File: config.mk
export PLATFORM = sky130hd
export DESIGN_NAME = kabf_div
export DESIGN_NICKNAME = d
export VERILOG_FILES = /design/src/kabf_pkg.sv /design/src/kabf_div.sv
export SDC_FILE = /design/constraint.sdc
export NUM_CORES = 1
export LEC_CHECK = 0
export BUFFER_PORTS_ARGS = -buffer_cell sky130_fd_sc_hd__buf_2
export CAP_MARGIN = 20
export CORE_UTILIZATION = 50
export DETAILED_ROUTE_END_ITERATION = 12
export HOLD_SLACK_MARGIN = 0.1
export PLACE_DENSITY = 0.82
export SLEW_MARGIN = 10
export SYNTH_ARGS = -nofsm -noshare
export SYNTH_HDL_FRONTEND = slang
export SYNTH_SLANG_ARGS = --single-unit
export TNS_END_PERCENT = 30
File: constraint.sdc
create_clock -name clock -period 6.1 [get_ports clock]
set_clock_uncertainty 0.05 [all_clocks]
set_input_delay 1.83 -clock clock [delete_from_list [all_inputs] [get_ports clock]]
set_output_delay 1.83 -clock clock [all_outputs]
set_load 0.01 [all_outputs]
File: src/kabf_pkg.sv
// Shared constants, types and saturation helpers for the angle/bias Kalman filter.
`default_nettype none
package kabf_pkg;

   localparam int ANGLE_FRAC_BITS = 16;
   localparam int COV_FRAC_BITS   = 32;
   localparam int GAIN_FRAC       = 30;
   localparam int NOISE_FRAC      = 24;
   localparam int TIME_FRAC       = 16;
   localparam int WRAP_LIMIT      = 90;

   localparam int SH_TIME  = TIME_FRAC;
   localparam int SH_GAIN  = GAIN_FRAC;
   localparam int SH_NOISE = NOISE_FRAC + TIME_FRAC - COV_FRAC_BITS;
   localparam int NC_LSH   = (COV_FRAC_BITS >= NOISE_FRAC) ? COV_FRAC_BITS - NOISE_FRAC : 0;
   localparam int NC_RSH   = (COV_FRAC_BITS >= NOISE_FRAC) ? 0 : NOISE_FRAC - COV_FRAC_BITS;

   localparam logic [1:0] CSR_ANGLE_NOISE = 2'd0;
   localparam logic [1:0] CSR_BIAS_NOISE  = 2'd1;
   localparam logic [1:0] CSR_MEAS_NOISE  = 2'd2;
   localparam logic [1:0] CSR_WRAP_EN     = 2'd3;

   typedef enum logic [2:0] {
      ST_IDLE, ST_CHECK, ST_MUL_GO, ST_MUL_WAIT, ST_DIV_GO, ST_DIV_WAIT, ST_FINISH
   } state_type;

   typedef enum logic [3:0] {
      STEP_ANG_PRED, STEP_T, STEP_P00_PRED, STEP_P11_PRED, STEP_ANG_CORR,
      STEP_BIAS_CORR, STEP_P10_CORR, STEP_P11_CORR, STEP_P00_CORR, STEP_P01_CORR
   } step_type;

   typedef enum logic [1:0] {SHIFT_TIME, SHIFT_GAIN, SHIFT_NOISE} shift_type;

   typedef struct packed {
      logic              start;
      logic signed [47:0] a;
      logic signed [32:0] b;
      shift_type         sh;
      logic              narrow;
   } mul_req_type;

   typedef struct packed {
      logic              start;
      logic signed [47:0] num;
      logic signed [47:0] den;
   } div_req_type;

   function automatic logic signed [47:0] sat48(input logic signed [51:0] v);
      logic signed [51:0] hi;
      logic signed [51:0] lo;
      hi = 52'sh7FFFFFFFFFFF;
      lo = -hi - 52'sd1;
      if (v > hi) return hi[47:0];
      else if (v < lo) return lo[47:0];
      else return v[47:0];
   endfunction

   function automatic logic signed [31:0] sat32(input logic signed [49:0] v);
      logic signed [49:0] hi;
      logic signed [49:0] lo;
      hi = 50'sh7FFFFFFF;
      lo = -hi - 50'sd1;
      if (v > hi) return hi[31:0];
      else if (v < lo) return lo[31:0];
      else return v[31:0];
   endfunction

   function automatic logic signed [47:0] noise_to_cov(input logic [31:0] n);
      logic [63:0] v;
      v = ({32'd0, n} << NC_LSH) >> NC_RSH;
      if (v > 64'h7FFFFFFFFFFF) return 48'sh7FFFFFFFFFFF;
      else return $signed(v[47:0]);
   endfunction

endpackage
`default_nettype wire

File: src/kabf_div.sv
// Restoring divider producing a saturated Q1.30 gain, one quotient bit per cycle.
`default_nettype none
module kabf_div (
   input  wire logic                  clock,
   input  wire logic                  reset,
   input  wire kabf_pkg::div_req_type div_req,
   output logic                       div_done,
   output logic signed [31:0]         div_quot
);

   logic [47:0]        un_ff, un_in;
   logic [47:0]        ud_ff, ud_in;
   logic               neg_ff, neg_in;
   logic               chk_ff, chk_in;
   logic               busy_ff, busy_in;
   logic [48:0]        rem_ff, rem_in;
   logic [30:0]        q_ff, q_in;
   logic [4:0]         cnt_ff, cnt_in;
   logic               done_ff, done_in;
   logic signed [31:0] res_ff, res_in;

   logic        ge;
   logic [48:0] rem_sub;
   logic [30:0] q_next;

   always_comb begin
      ge      = rem_ff >= {1'b0, ud_ff};
      rem_sub = ge ? rem_ff - {1'b0, ud_ff} : rem_ff;
      q_next  = {q_ff[29:0], ge};
   end

   always_comb begin
      un_in   = un_ff;
      ud_in   = ud_ff;
      neg_in  = neg_ff;
      chk_in  = 1'b0;
      busy_in = busy_ff;
      rem_in  = rem_ff;
      q_in    = q_ff;
      cnt_in  = cnt_ff;
      done_in = 1'b0;
      res_in  = res_ff;
      if (div_req.start) begin
         un_in  = div_req.num[47] ? 48'(-div_req.num) : 48'(div_req.num);
         ud_in  = div_req.den[47] ? 48'(-div_req.den) : 48'(div_req.den);
         neg_in = div_req.num[47] ^ div_req.den[47];
         chk_in = 1'b1;
      end else if (chk_ff) begin
         if (ud_ff == '0) begin
            done_in = 1'b1;
            res_in  = '0;
         end else if ({1'b0, un_ff} >= {ud_ff, 1'b0}) begin
            // quotient of two or more: clip to the gain range
            done_in = 1'b1;
            res_in  = neg_ff ? 32'sh80000000 : 32'sh7FFFFFFF;
         end else begin
            busy_in = 1'b1;
            rem_in  = {1'b0, un_ff};
            q_in    = '0;
            cnt_in  = '0;
         end
      end else if (busy_ff) begin
         q_in   = q_next;
         rem_in = rem_sub << 1;
         cnt_in = cnt_ff + 5'd1;
         if (cnt_ff == 5'd30) begin
            busy_in = 1'b0;
            done_in = 1'b1;
            res_in  = neg_ff ? -$signed({1'b0, q_next}) : $signed({1'b0, q_next});
         end
      end
   end

   always_ff @(posedge clock) begin
      if (reset) begin
         chk_ff  <= 1'b0;
         busy_ff <= 1'b0;
         done_ff <= 1'b0;
         cnt_ff  <= '0;
      end else begin
         chk_ff  <= chk_in;
         busy_ff <= busy_in;
         done_ff <= done_in;
         cnt_ff  <= cnt_in;
      end
      un_ff  <= un_in;
      ud_ff  <= ud_in;
      neg_ff <= neg_in;
      rem_ff <= rem_in;
      q_ff   <= q_in;
      res_ff <= res_in;
   end

   assign div_done = done_ff;
   assign div_quot = res_ff;

endmodule
`default_nettype wire

==> out/qor.yml <==
hold_viol_final: 0
p_leak_nw: 6.331
syn_area_per_cell_sq_um: 9.754
syn_nets: 1715
peakVddDrop_mv: 0.2012
layout-drive-gt1-share_pct: 14.35
grt_max_degree: 76
ys_seq_area_share_pct: 43.35
drtPass1Iterations: 5
finalCritPeriodShare_pct: 91.07
period_minus_slack_ps: 5556
synth-edff-count: 208
critPathArrivalTime_ps: 5790
clk_path_buf_depth: 3
finalMaxSlewViolations: 0
io_pins: 132
dr_total_vias: 12258
first_iter_violations: 1136
synth_area_leaders: "edfxtp_1 (42%), ha_1 (8.5%), xnor2_1 (6.6%), a21oi_1 (4.3%), o21ai_0 (3.3%)"
critPathLaunchType: "input pin"
critPathMaxFanout: 4
required_ps: 6340
start_util_pct: 51.21
gp_congestion: 0.9255
p_clk_share_pct: 29.3
dieArea_sq_um: 30250
synth_top_area_share_pct: 42.27
place_ws_ps: -10.19
synth_cell_types: 62
fin_nets: 1821
final_core_util_pct: 57.64
h-tree-depth: 1
io_buffers: 131
ctsResizeCount: 0
setup_viol: 0
fin_ws_ps: 544.4
placed_area_sq_um: 15830
endpoint_kind: "flip-flop"
p_int_mw: 3.409
rsz0062_at_grt: "no"
numPlacedInstances: 1979
synth_top_flop_cell: "edfxtp_1"
power_frac_comb_pct: 32.1
detail-route-antenna-nets: 0
die_height_um: 173.9
critical_path_class: "input pin to flip-flop"
tightest_slew_ps: 1086
seq_area_sq_um: 6407
synth_common_cells: "edfxtp_1 (208), a21oi_1 (128), xnor2_1 (112)"
sw_frac_of_total_pct: 32.93
max_freq_mhz: 180.0
path_clk_slew_ps: 60
timing.hold.ws_ps: 492.9
grt_use_total_pct: 24.15
multi_input_area_sq_um: 7865
switchingPower_mw: 1.674
timing.slew.headroom_pct: 27.02
ys_warn_count: 0
tns_ps: 0
worstHoldPathType: "flip-flop to flip-flop"
cts_root_buf: "clkbuf_16"
netlist_area_sq_um: 14780
run_status: "finished, final reports clean"
cts_tree: "built"
area_growth_pct: 12.56
clock_sinks: 216
diodes: 0
clock_latency_ps: 540
finalPower_mw: 5.083
ctsHoldBuffers: 0
maxCapViolations: 0
stdcell_area_sq_um: 16630
die_w_um: 173.9
synth.most_common_cell: "edfxtp_1"
yosysTopAreaCell: "edfxtp_1"
stdcell_count: 2022
numCtsBuffers: 24
powerDensity_nw_per_um2: 305.6
fillCellCount: 2429
drc_errors: 0
synthArstFlopShare_pct: 0
antenna_found_initial: 0
power_frac_seq_pct: 38.6
wl_per_cell_um: 18.33
hpwl_mm: 27.86
drt_wl_total_mm: 37.06
grt_pass1_wl_mm: 58.88
postCtsSetupRepairBufs: 0
num_rows: 62
synthesis.instances: 1515
viasPerCell: 6.062
grt_pass1_vias: 11565
grt_overflow: 0
coreArea_sq_um: 28860
synth_seq_cells: 216
## cell usage in the layout (no fill, tap or decap), types with 12 or more instances in the layout
cell	instances
nor2b_1	36
nor4_1	37
a21oi_1	127
buf_4	12
inv_1	78
nor2_1	108
or4_1	18
clkbuf_16	24
o31ai_1	30
nor3_1	40
o21ai_0	97
o21bai_1	16
nand4_1	30
o22ai_1	13
mux2_2	22
xor2_1	24
nand3_1	22
buf_2	130
o21a_1	17
nand2b_1	12
edfxtp_1	208
xnor2_1	112
a21o_1	32
nand2_1	99
or3_1	31
ha_1	100
## cells by family (layout without fill, tap and decap cells)
kind of cell	count (synthesis)	after routing	share of synthesized area, %
adders and majority gates	101	101	8.602
xor gates and xnor gates	136	136	8.060
DFF	216	216	43.35
AOI/OAI and AO/OA	417	417	17.70
and+or+nand+nor	473	473	16.50
muxes	29	29	2.151
buffers and inverters	143	266	3.632
## path summary, 6_finish.rpt
check / startpoint / end / slack [ps] / cells past startpoint
setup / recovery: div_req[65] / un_ff[45]$_DFFE_PP_ / 540 / 11
hold reg to reg: cnt_ff[0]$_SDFFE_PP0P_ / cnt_ff[0]$_SDFFE_PP0P_ / 490 / 2
setup reg to reg: ud_ff[10]$_DFFE_PP_ / div_quot[26]$_DFFE_PP_ / 1390 / 19
hold / removal: cnt_ff[0]$_SDFFE_PP0P_ / cnt_ff[0]$_SDFFE_PP0P_ / 490 / 2
## area by class of cell
| type | count | share of cell area, % |
|---|---|---|
| clock buffers | 27 | 3.678 |
| well taps | 384 | 2.888 |
| clock inverters | 16 | 1.188 |
| inverters | 79 | 1.783 |
| multi-input cells | 1156 | 47.28 |
| flip-flops and latches | 216 | 38.52 |
| repair buffers | 144 | 4.663 |
## power groups by stage
stage               logic (mW)  clock network, mW  registers (mW)
floorplan                 1.18                  0            1.95
global placement          1.55                  0            1.98
detailed placement        1.59                  0            1.99
CTS                       1.61               1.51            1.96
global route              1.80               1.57            1.97
finish                    1.63               1.49            1.96
## sequential cells by signal, indices dropped and copies added, names as in the netlist
signal / cells
busy_ff: 1
chk_ff: 1
cnt_ff: 5
div_done: 1
div_quot: 32
neg_ff: 1
q_ff: 30
rem_ff: 49
ud_ff: 48
un_ff: 48
## metal layers
metal,GRT usage [%],vias to the layer above,wire [um]
met5,0,-,0
li1,-,5884,-
met3,3.543,60,2825
met1,33.72,5795,16600
met2,39.12,519,16730
met4,6.689,0,914
## worst max-delay path, cell delays in order
cell	delay (ps)
buf_2	120
or4_4	540
or3_4	350
or4_4	480
or2_4	260
or4_4	500
or3_4	410
or4_4	500
or4_4	450
o41ai_2	250
xnor2_1	90
(Power assumes the default switching activity.)
