[config.mk]
export PLATFORM = sky130hd
export DESIGN_NAME = kabf_mul
export DESIGN_NICKNAME = d
export VERILOG_FILES = /design/src/kabf_pkg.sv /design/src/kabf_mul.sv
export SDC_FILE = /design/constraint.sdc
export NUM_CORES = 2
export LEC_CHECK = 0
export ABC_AREA = 1
export BUFFER_PORTS_ARGS = -buffer_cell sky130_fd_sc_hd__buf_4
export CAP_MARGIN = 40
export CORE_MARGIN = 2
export CORE_UTILIZATION = 60
export DETAILED_ROUTE_END_ITERATION = 10
export PLACE_DENSITY = 0.78
export SKIP_CTS_REPAIR_TIMING = 1
export SYNTH_ARGS = -nofsm -noshare
export SYNTH_HDL_FRONTEND = slang
export SYNTH_SLANG_ARGS = --single-unit
[constraint.sdc]
create_clock -name clock -period 8.1 [get_ports clock]
set_clock_uncertainty 0.2 [all_clocks]
set_input_delay 0.405 -clock clock [delete_from_list [all_inputs] [get_ports clock]]
set_output_delay 0.405 -clock clock [all_outputs]
set_load 0.1 [all_outputs]
[src/kabf_pkg.sv]
// Shared constants, types and saturation helpers for the angle/bias Kalman filter.
`default_nettype none
package kabf_pkg;

   localparam int ANGLE_FRAC_BITS = 16;
   localparam int COV_FRAC_BITS   = 32;
   localparam int GAIN_FRAC       = 30;
   localparam int NOISE_FRAC      = 24;
   localparam int TIME_FRAC       = 16;
   localparam int WRAP_LIMIT      = 90;

   localparam int SH_TIME  = TIME_FRAC;
   localparam int SH_GAIN  = GAIN_FRAC;
   localparam int SH_NOISE = NOISE_FRAC + TIME_FRAC - COV_FRAC_BITS;
   localparam int NC_LSH   = (COV_FRAC_BITS >= NOISE_FRAC) ? COV_FRAC_BITS - NOISE_FRAC : 0;
   localparam int NC_RSH   = (COV_FRAC_BITS >= NOISE_FRAC) ? 0 : NOISE_FRAC - COV_FRAC_BITS;

   localparam logic [1:0] CSR_ANGLE_NOISE = 2'd0;
   localparam logic [1:0] CSR_BIAS_NOISE  = 2'd1;
   localparam logic [1:0] CSR_MEAS_NOISE  = 2'd2;
   localparam logic [1:0] CSR_WRAP_EN     = 2'd3;

   typedef enum logic [2:0] {
      ST_IDLE, ST_CHECK, ST_MUL_GO, ST_MUL_WAIT, ST_DIV_GO, ST_DIV_WAIT, ST_FINISH
   } state_type;

   typedef enum logic [3:0] {
      STEP_ANG_PRED, STEP_T, STEP_P00_PRED, STEP_P11_PRED, STEP_ANG_CORR,
      STEP_BIAS_CORR, STEP_P10_CORR, STEP_P11_CORR, STEP_P00_CORR, STEP_P01_CORR
   } step_type;

   typedef enum logic [1:0] {SHIFT_TIME, SHIFT_GAIN, SHIFT_NOISE} shift_type;

   typedef struct packed {
      logic              start;
      logic signed [47:0] a;
      logic signed [32:0] b;
      shift_type         sh;
      logic              narrow;
   } mul_req_type;

   typedef struct packed {
      logic              start;
      logic signed [47:0] num;
      logic signed [47:0] den;
   } div_req_type;

   function automatic logic signed [47:0] sat48(input logic signed [51:0] v);
      logic signed [51:0] hi;
      logic signed [51:0] lo;
      hi = 52'sh7FFFFFFFFFFF;
      lo = -hi - 52'sd1;
      if (v > hi) return hi[47:0];
      else if (v < lo) return lo[47:0];
      else return v[47:0];
   endfunction

   function automatic logic signed [31:0] sat32(input logic signed [49:0] v);
      logic signed [49:0] hi;
      logic signed [49:0] lo;
      hi = 50'sh7FFFFFFF;
      lo = -hi - 50'sd1;
      if (v > hi) return hi[31:0];
      else if (v < lo) return lo[31:0];
      else return v[31:0];
   endfunction

   function automatic logic signed [47:0] noise_to_cov(input logic [31:0] n);
      logic [63:0] v;
      v = ({32'd0, n} << NC_LSH) >> NC_RSH;
      if (v > 64'h7FFFFFFFFFFF) return 48'sh7FFFFFFFFFFF;
      else return $signed(v[47:0]);
   endfunction

endpackage
`default_nettype wire

[src/kabf_mul.sv]
// Shared multiplier: 16x32 per cycle, floor shift and saturation of the product.
`default_nettype none
module kabf_mul (
   input  wire logic                  clock,
   input  wire logic                  reset,
   input  wire kabf_pkg::mul_req_type mul_req,
   output logic                       mul_done,
   output logic signed [47:0]         mul_result
);

   logic [47:0]         a_ff, a_in;
   logic [31:0]         b_ff, b_in;
   logic                neg_ff, neg_in;
   logic [79:0]         acc_ff, acc_in;
   logic [1:0]          cnt_ff, cnt_in;
   logic                busy_ff, busy_in;
   kabf_pkg::shift_type sh_ff, sh_in;
   logic                narrow_ff, narrow_in;
   logic                done_ff, done_in;
   logic signed [47:0]  res_ff, res_in;

   logic [6:0]  sh_amt;
   logic [79:0] q, mask, qi, lim, mag;
   logic        rem;

   always_comb begin
      case (sh_ff)
         kabf_pkg::SHIFT_TIME:  sh_amt = 7'(kabf_pkg::SH_TIME);
         kabf_pkg::SHIFT_GAIN:  sh_amt = 7'(kabf_pkg::SH_GAIN);
         kabf_pkg::SHIFT_NOISE: sh_amt = 7'(kabf_pkg::SH_NOISE);
         default:               sh_amt = 7'd0;
      endcase
      q    = acc_ff >> sh_amt;
      mask = (80'd1 << sh_amt) - 80'd1;
      rem  = |(acc_ff & mask);
      qi   = q + 80'(neg_ff & rem);
      lim  = (narrow_ff ? 80'h7FFFFFFF : 80'h7FFFFFFFFFFF) + 80'(neg_ff);
      mag  = (qi > lim) ? lim : qi;
   end

   always_comb begin
      a_in      = a_ff;
      b_in      = b_ff;
      neg_in    = neg_ff;
      acc_in    = acc_ff;
      cnt_in    = cnt_ff;
      busy_in   = busy_ff;
      sh_in     = sh_ff;
      narrow_in = narrow_ff;
      done_in   = 1'b0;
      res_in    = res_ff;
      if (mul_req.start) begin
         a_in      = mul_req.a[47] ? 48'(-mul_req.a) : 48'(mul_req.a);
         b_in      = mul_req.b[32] ? 32'(-mul_req.b) : 32'(mul_req.b);
         neg_in    = mul_req.a[47] ^ mul_req.b[32];
         acc_in    = '0;
         cnt_in    = '0;
         busy_in   = 1'b1;
         sh_in     = mul_req.sh;
         narrow_in = mul_req.narrow;
      end else if (busy_ff) begin
         if (cnt_ff == 2'd3) begin
            // round-down shift done, apply sign
            busy_in = 1'b0;
            done_in = 1'b1;
            res_in  = neg_ff ? -$signed(mag[47:0]) : $signed(mag[47:0]);
         end else begin
            acc_in = (acc_ff << 16) + 80'(a_ff[47:32] * b_ff);
            a_in   = a_ff << 16;
            cnt_in = cnt_ff + 2'd1;
         end
      end
   end

   always_ff @(posedge clock) begin
      if (reset) begin
         busy_ff <= 1'b0;
         done_ff <= 1'b0;
         cnt_ff  <= '0;
      end else begin
         busy_ff <= busy_in;
         done_ff <= done_in;
         cnt_ff  <= cnt_in;
      end
      a_ff      <= a_in;
      b_ff      <= b_in;
      neg_ff    <= neg_in;
      acc_ff    <= acc_in;
      sh_ff     <= sh_in;
      narrow_ff <= narrow_in;
      res_ff    <= res_in;
   end

   assign mul_done   = done_ff;
   assign mul_result = res_ff;

endmodule
`default_nettype wire

==> metrics.cfg <==
[placed_design]
place.gp.congestion = 1.071
io_buffer_count = 135
post-dp-hpwl_microns = 97380
placement.cell_area_sq_mm = 0.03942

[clock_network]
clock_latency_ns = 0.62
h-tree-depth = 1
clock_path_buffers = 3
clock_tree.root_cell = sky130_fd_sc_hd__clkbuf_16
clkSinkCount = 216
cts.clk_slew.worst_paths_ns = 0.06
tritoncts = built
tritoncts_buffers = 27

[final_layout]
diodes = 0
area_growth_pct = 8.346
most-common-layout-cells = sky130_fd_sc_hd__nand2_1, sky130_fd_sc_hd__inv_1, sky130_fd_sc_hd__nand3_1
nets = 6303
final_layout_size_suffix_gt1_frac = 0.06337
nFillCells = 5666
finish.instance_area_sq_mm = 0.04077
mostFrequentLayoutCell = sky130_fd_sc_hd__nand2_1

[global_route]
grt_pass1_vias = 35180
maximum_number_of_pins_on_one_net_before_global_route_repair = 113
grtUsageTotal = 0.3758
globalRoute.totalOverflow = 0
antenna_found_initial = 1
wire_length_of_the_first_global_routing_pass_microns = 190200

[synth]
yosys_warnings = 0
ys_types = 56
synth_top_area_cell = sky130_fd_sc_hd__fa_1
seq_area_frac_synth = 0.1500
post_synth_inst_count = 5509
ys_seq_elements = 216
synth_area_leaders = sky130_fd_sc_hd__fa_1, sky130_fd_sc_hd__nand2_1, sky130_fd_sc_hd__edfxtp_1
syn_area_sq_mm = 0.03763
synth.top_cell.area_share = 0.2394
synthesis.area_per_instance_sq_um = 6.830
syn-num-nets = 6246

[timing]
finalWorstPathRequiredPeriod_ns = 7.716
setup_viol = 0
tightest_slew_ns = 0.9326
period_utilisation_layout = 0.9526
rsz0062_at_grt = no
timing.slew.headroom = 0.3782
timing.final.max_slew_violations = 0
fin_tns_setup_ns = 0
hold_viol_final = 4
maximum_frequency_from_static_timing_analysis_ghz = 0.1296
finalHoldWorstSlack_ns = -0.03266

[routing]
route.antenna.remaining_nets = 0
post_drt_via_cell_ratio = 5.727
route.vias.total = 36780
drt_wl_total_microns = 120200
drt_iter0_drc = 4155
routedWlPerCell_microns = 18.71
route.detailed.drc = 0
detail_route.first_pass.iterations = 9

[critical_path]
critPathMaxStageDelay_ns = 0.96
crit_arrival_ns = 8.03
startpoint_type = register
worst_setup_path_end_kind = register
slowest_stage = sky130_fd_sc_hd__edfxtp_1
cp_data_required_time_ns = 8.41
worstPathMaxFanout = 23
critPathKind = register to register
timing.critical_path.mode_cell = sky130_fd_sc_hd__inv_1
ff2ff_setup_slack_ns = 0.38

[min_path]
min-delay-path-class = input pin to register

[die]
die_h_microns = 254.4
row_count = 91
chipWidth_microns = 254.4
count_of_boundary_i_o_pins = 136
die_outline_area_sq_mm = 0.06473
initial_core_util = 0.6086
design.core.area_sq_mm = 0.06183

[job]
cap_violations = 0

[outcome]
run_status = finished with violations
violations_in_the_final_reports = hold timing

[Yosys cell counts (all sizes together)]
cell / n
nor4b: 1
a41oi: 5
a221oi: 2
and3: 4
nor3: 79
ha: 200
and2: 5
buf: 76
fa: 450
inv: 1027
clkbuf: 160
edfxtp: 132
nor2: 493
a211o: 1
nor3b: 9
nand3: 475
a31oi: 25
or3: 2
nand2: 1608
nand4: 51
o41ai: 1
o221ai: 16
xnor2: 49
o311ai: 3
dfxtp: 84
o21ai: 187
o21a: 16
xor2: 104
clkinv: 2
or2: 11
o31ai: 3
a22oi: 1
a21oi: 167
nor4: 25
a21o: 2
a21boi: 3
o211ai: 15
nand3b: 5
o22ai: 6
a31o: 1
o21bai: 3
[worst paths after layout]
check	cells after the start	start	endpoint
worst min register to register	2	cnt_ff[0]	cnt_ff[0]
worst min-delay path	3	mul_req[37]	a_ff[1]
worst max-delay path	31	a_ff[33]	acc_ff[49]
worst max register to register	31	a_ff[33]	acc_ff[49]
[cell families (layout without fill, tap and decap cells)]
kind of cell | Yosys count | in the layout | share of synthesized area
DFF | 216 | 216 | 0.1500
adders and majority gates | 650 | 650 | 0.3059
and+or+nand+nor | 2768 | 2768 | 0.3089
buffers and inverters | 1265 | 1342 | 0.1318
xor gates and xnor gates | 153 | 153 | 0.03561
AOI/OAI and AO/OA | 457 | 457 | 0.06767
[through the flow]
| stage | setup WS, ns | hold slack [ns] | std cells | utilization |
|---|---|---|---|---|
| floorplan | 1.309 | 0.2366 | 5509 | - |
| CTS | 0.5597 | -0.2551 | 6380 | 0.6525 |
| detailed placement | 0.5857 | 0.2600 | 6331 | 0.6376 |
| finish | 0.3843 | -0.03266 | 6423 | 0.6594 |
| global route | 0.009528 | 0.006048 | 6423 | 0.6594 |
| global placement | 0.5605 | 0.2558 | 6327 | 0.6360 |
[per-layer routing]
layer,GRT usage,up-vias,part of all wire
li1,-,17130,-
met1,0.5384,17320,0.42
met2,0.5876,2036,0.44
met3,0.06022,293,0.10
met4,0.1109,2,0.034
met5,0,-,0.00011
[cell type report]
cell class | count | area [sq um] | share of cell area
multi-input combinational | 4028 | 27050 | 0.6634
sequential | 216 | 5645 | 0.1385
inverter | 1029 | 3867 | 0.09486
timing repair buffer | 264 | 2240 | 0.05493
tap | 837 | 1047 | 0.02569
clock buffer | 34 | 775.7 | 0.01903
clock inverter | 15 | 146.4 | 0.003591
[flip-flops by register name (all words and copies together) (netlist names)]
| signal | count |
|---|---|
| a_ff | 48 |
| acc_ff | 80 |
| b_ff | 32 |
| busy_ff | 1 |
| cnt_ff | 2 |
| mul_done | 1 |
| mul_result | 48 |
| narrow_ff | 1 |
| neg_ff | 1 |
| sh_ff | 2 |
[critical path: cells and delay by family, from the launching register on]
family / cells / cell delay [ns]
AOI/OAI and AO/OA: 6 / 1.36
adders and majority gates: 7 / 3.33
buffers and inverters: 9 / 0.97
DFF: 1 / 0.96
and+or+nand+nor: 9 / 0.77
Power is not shown: default switching activity piles up to over one toggle a cycle in this logic, so the estimate is an artifact.
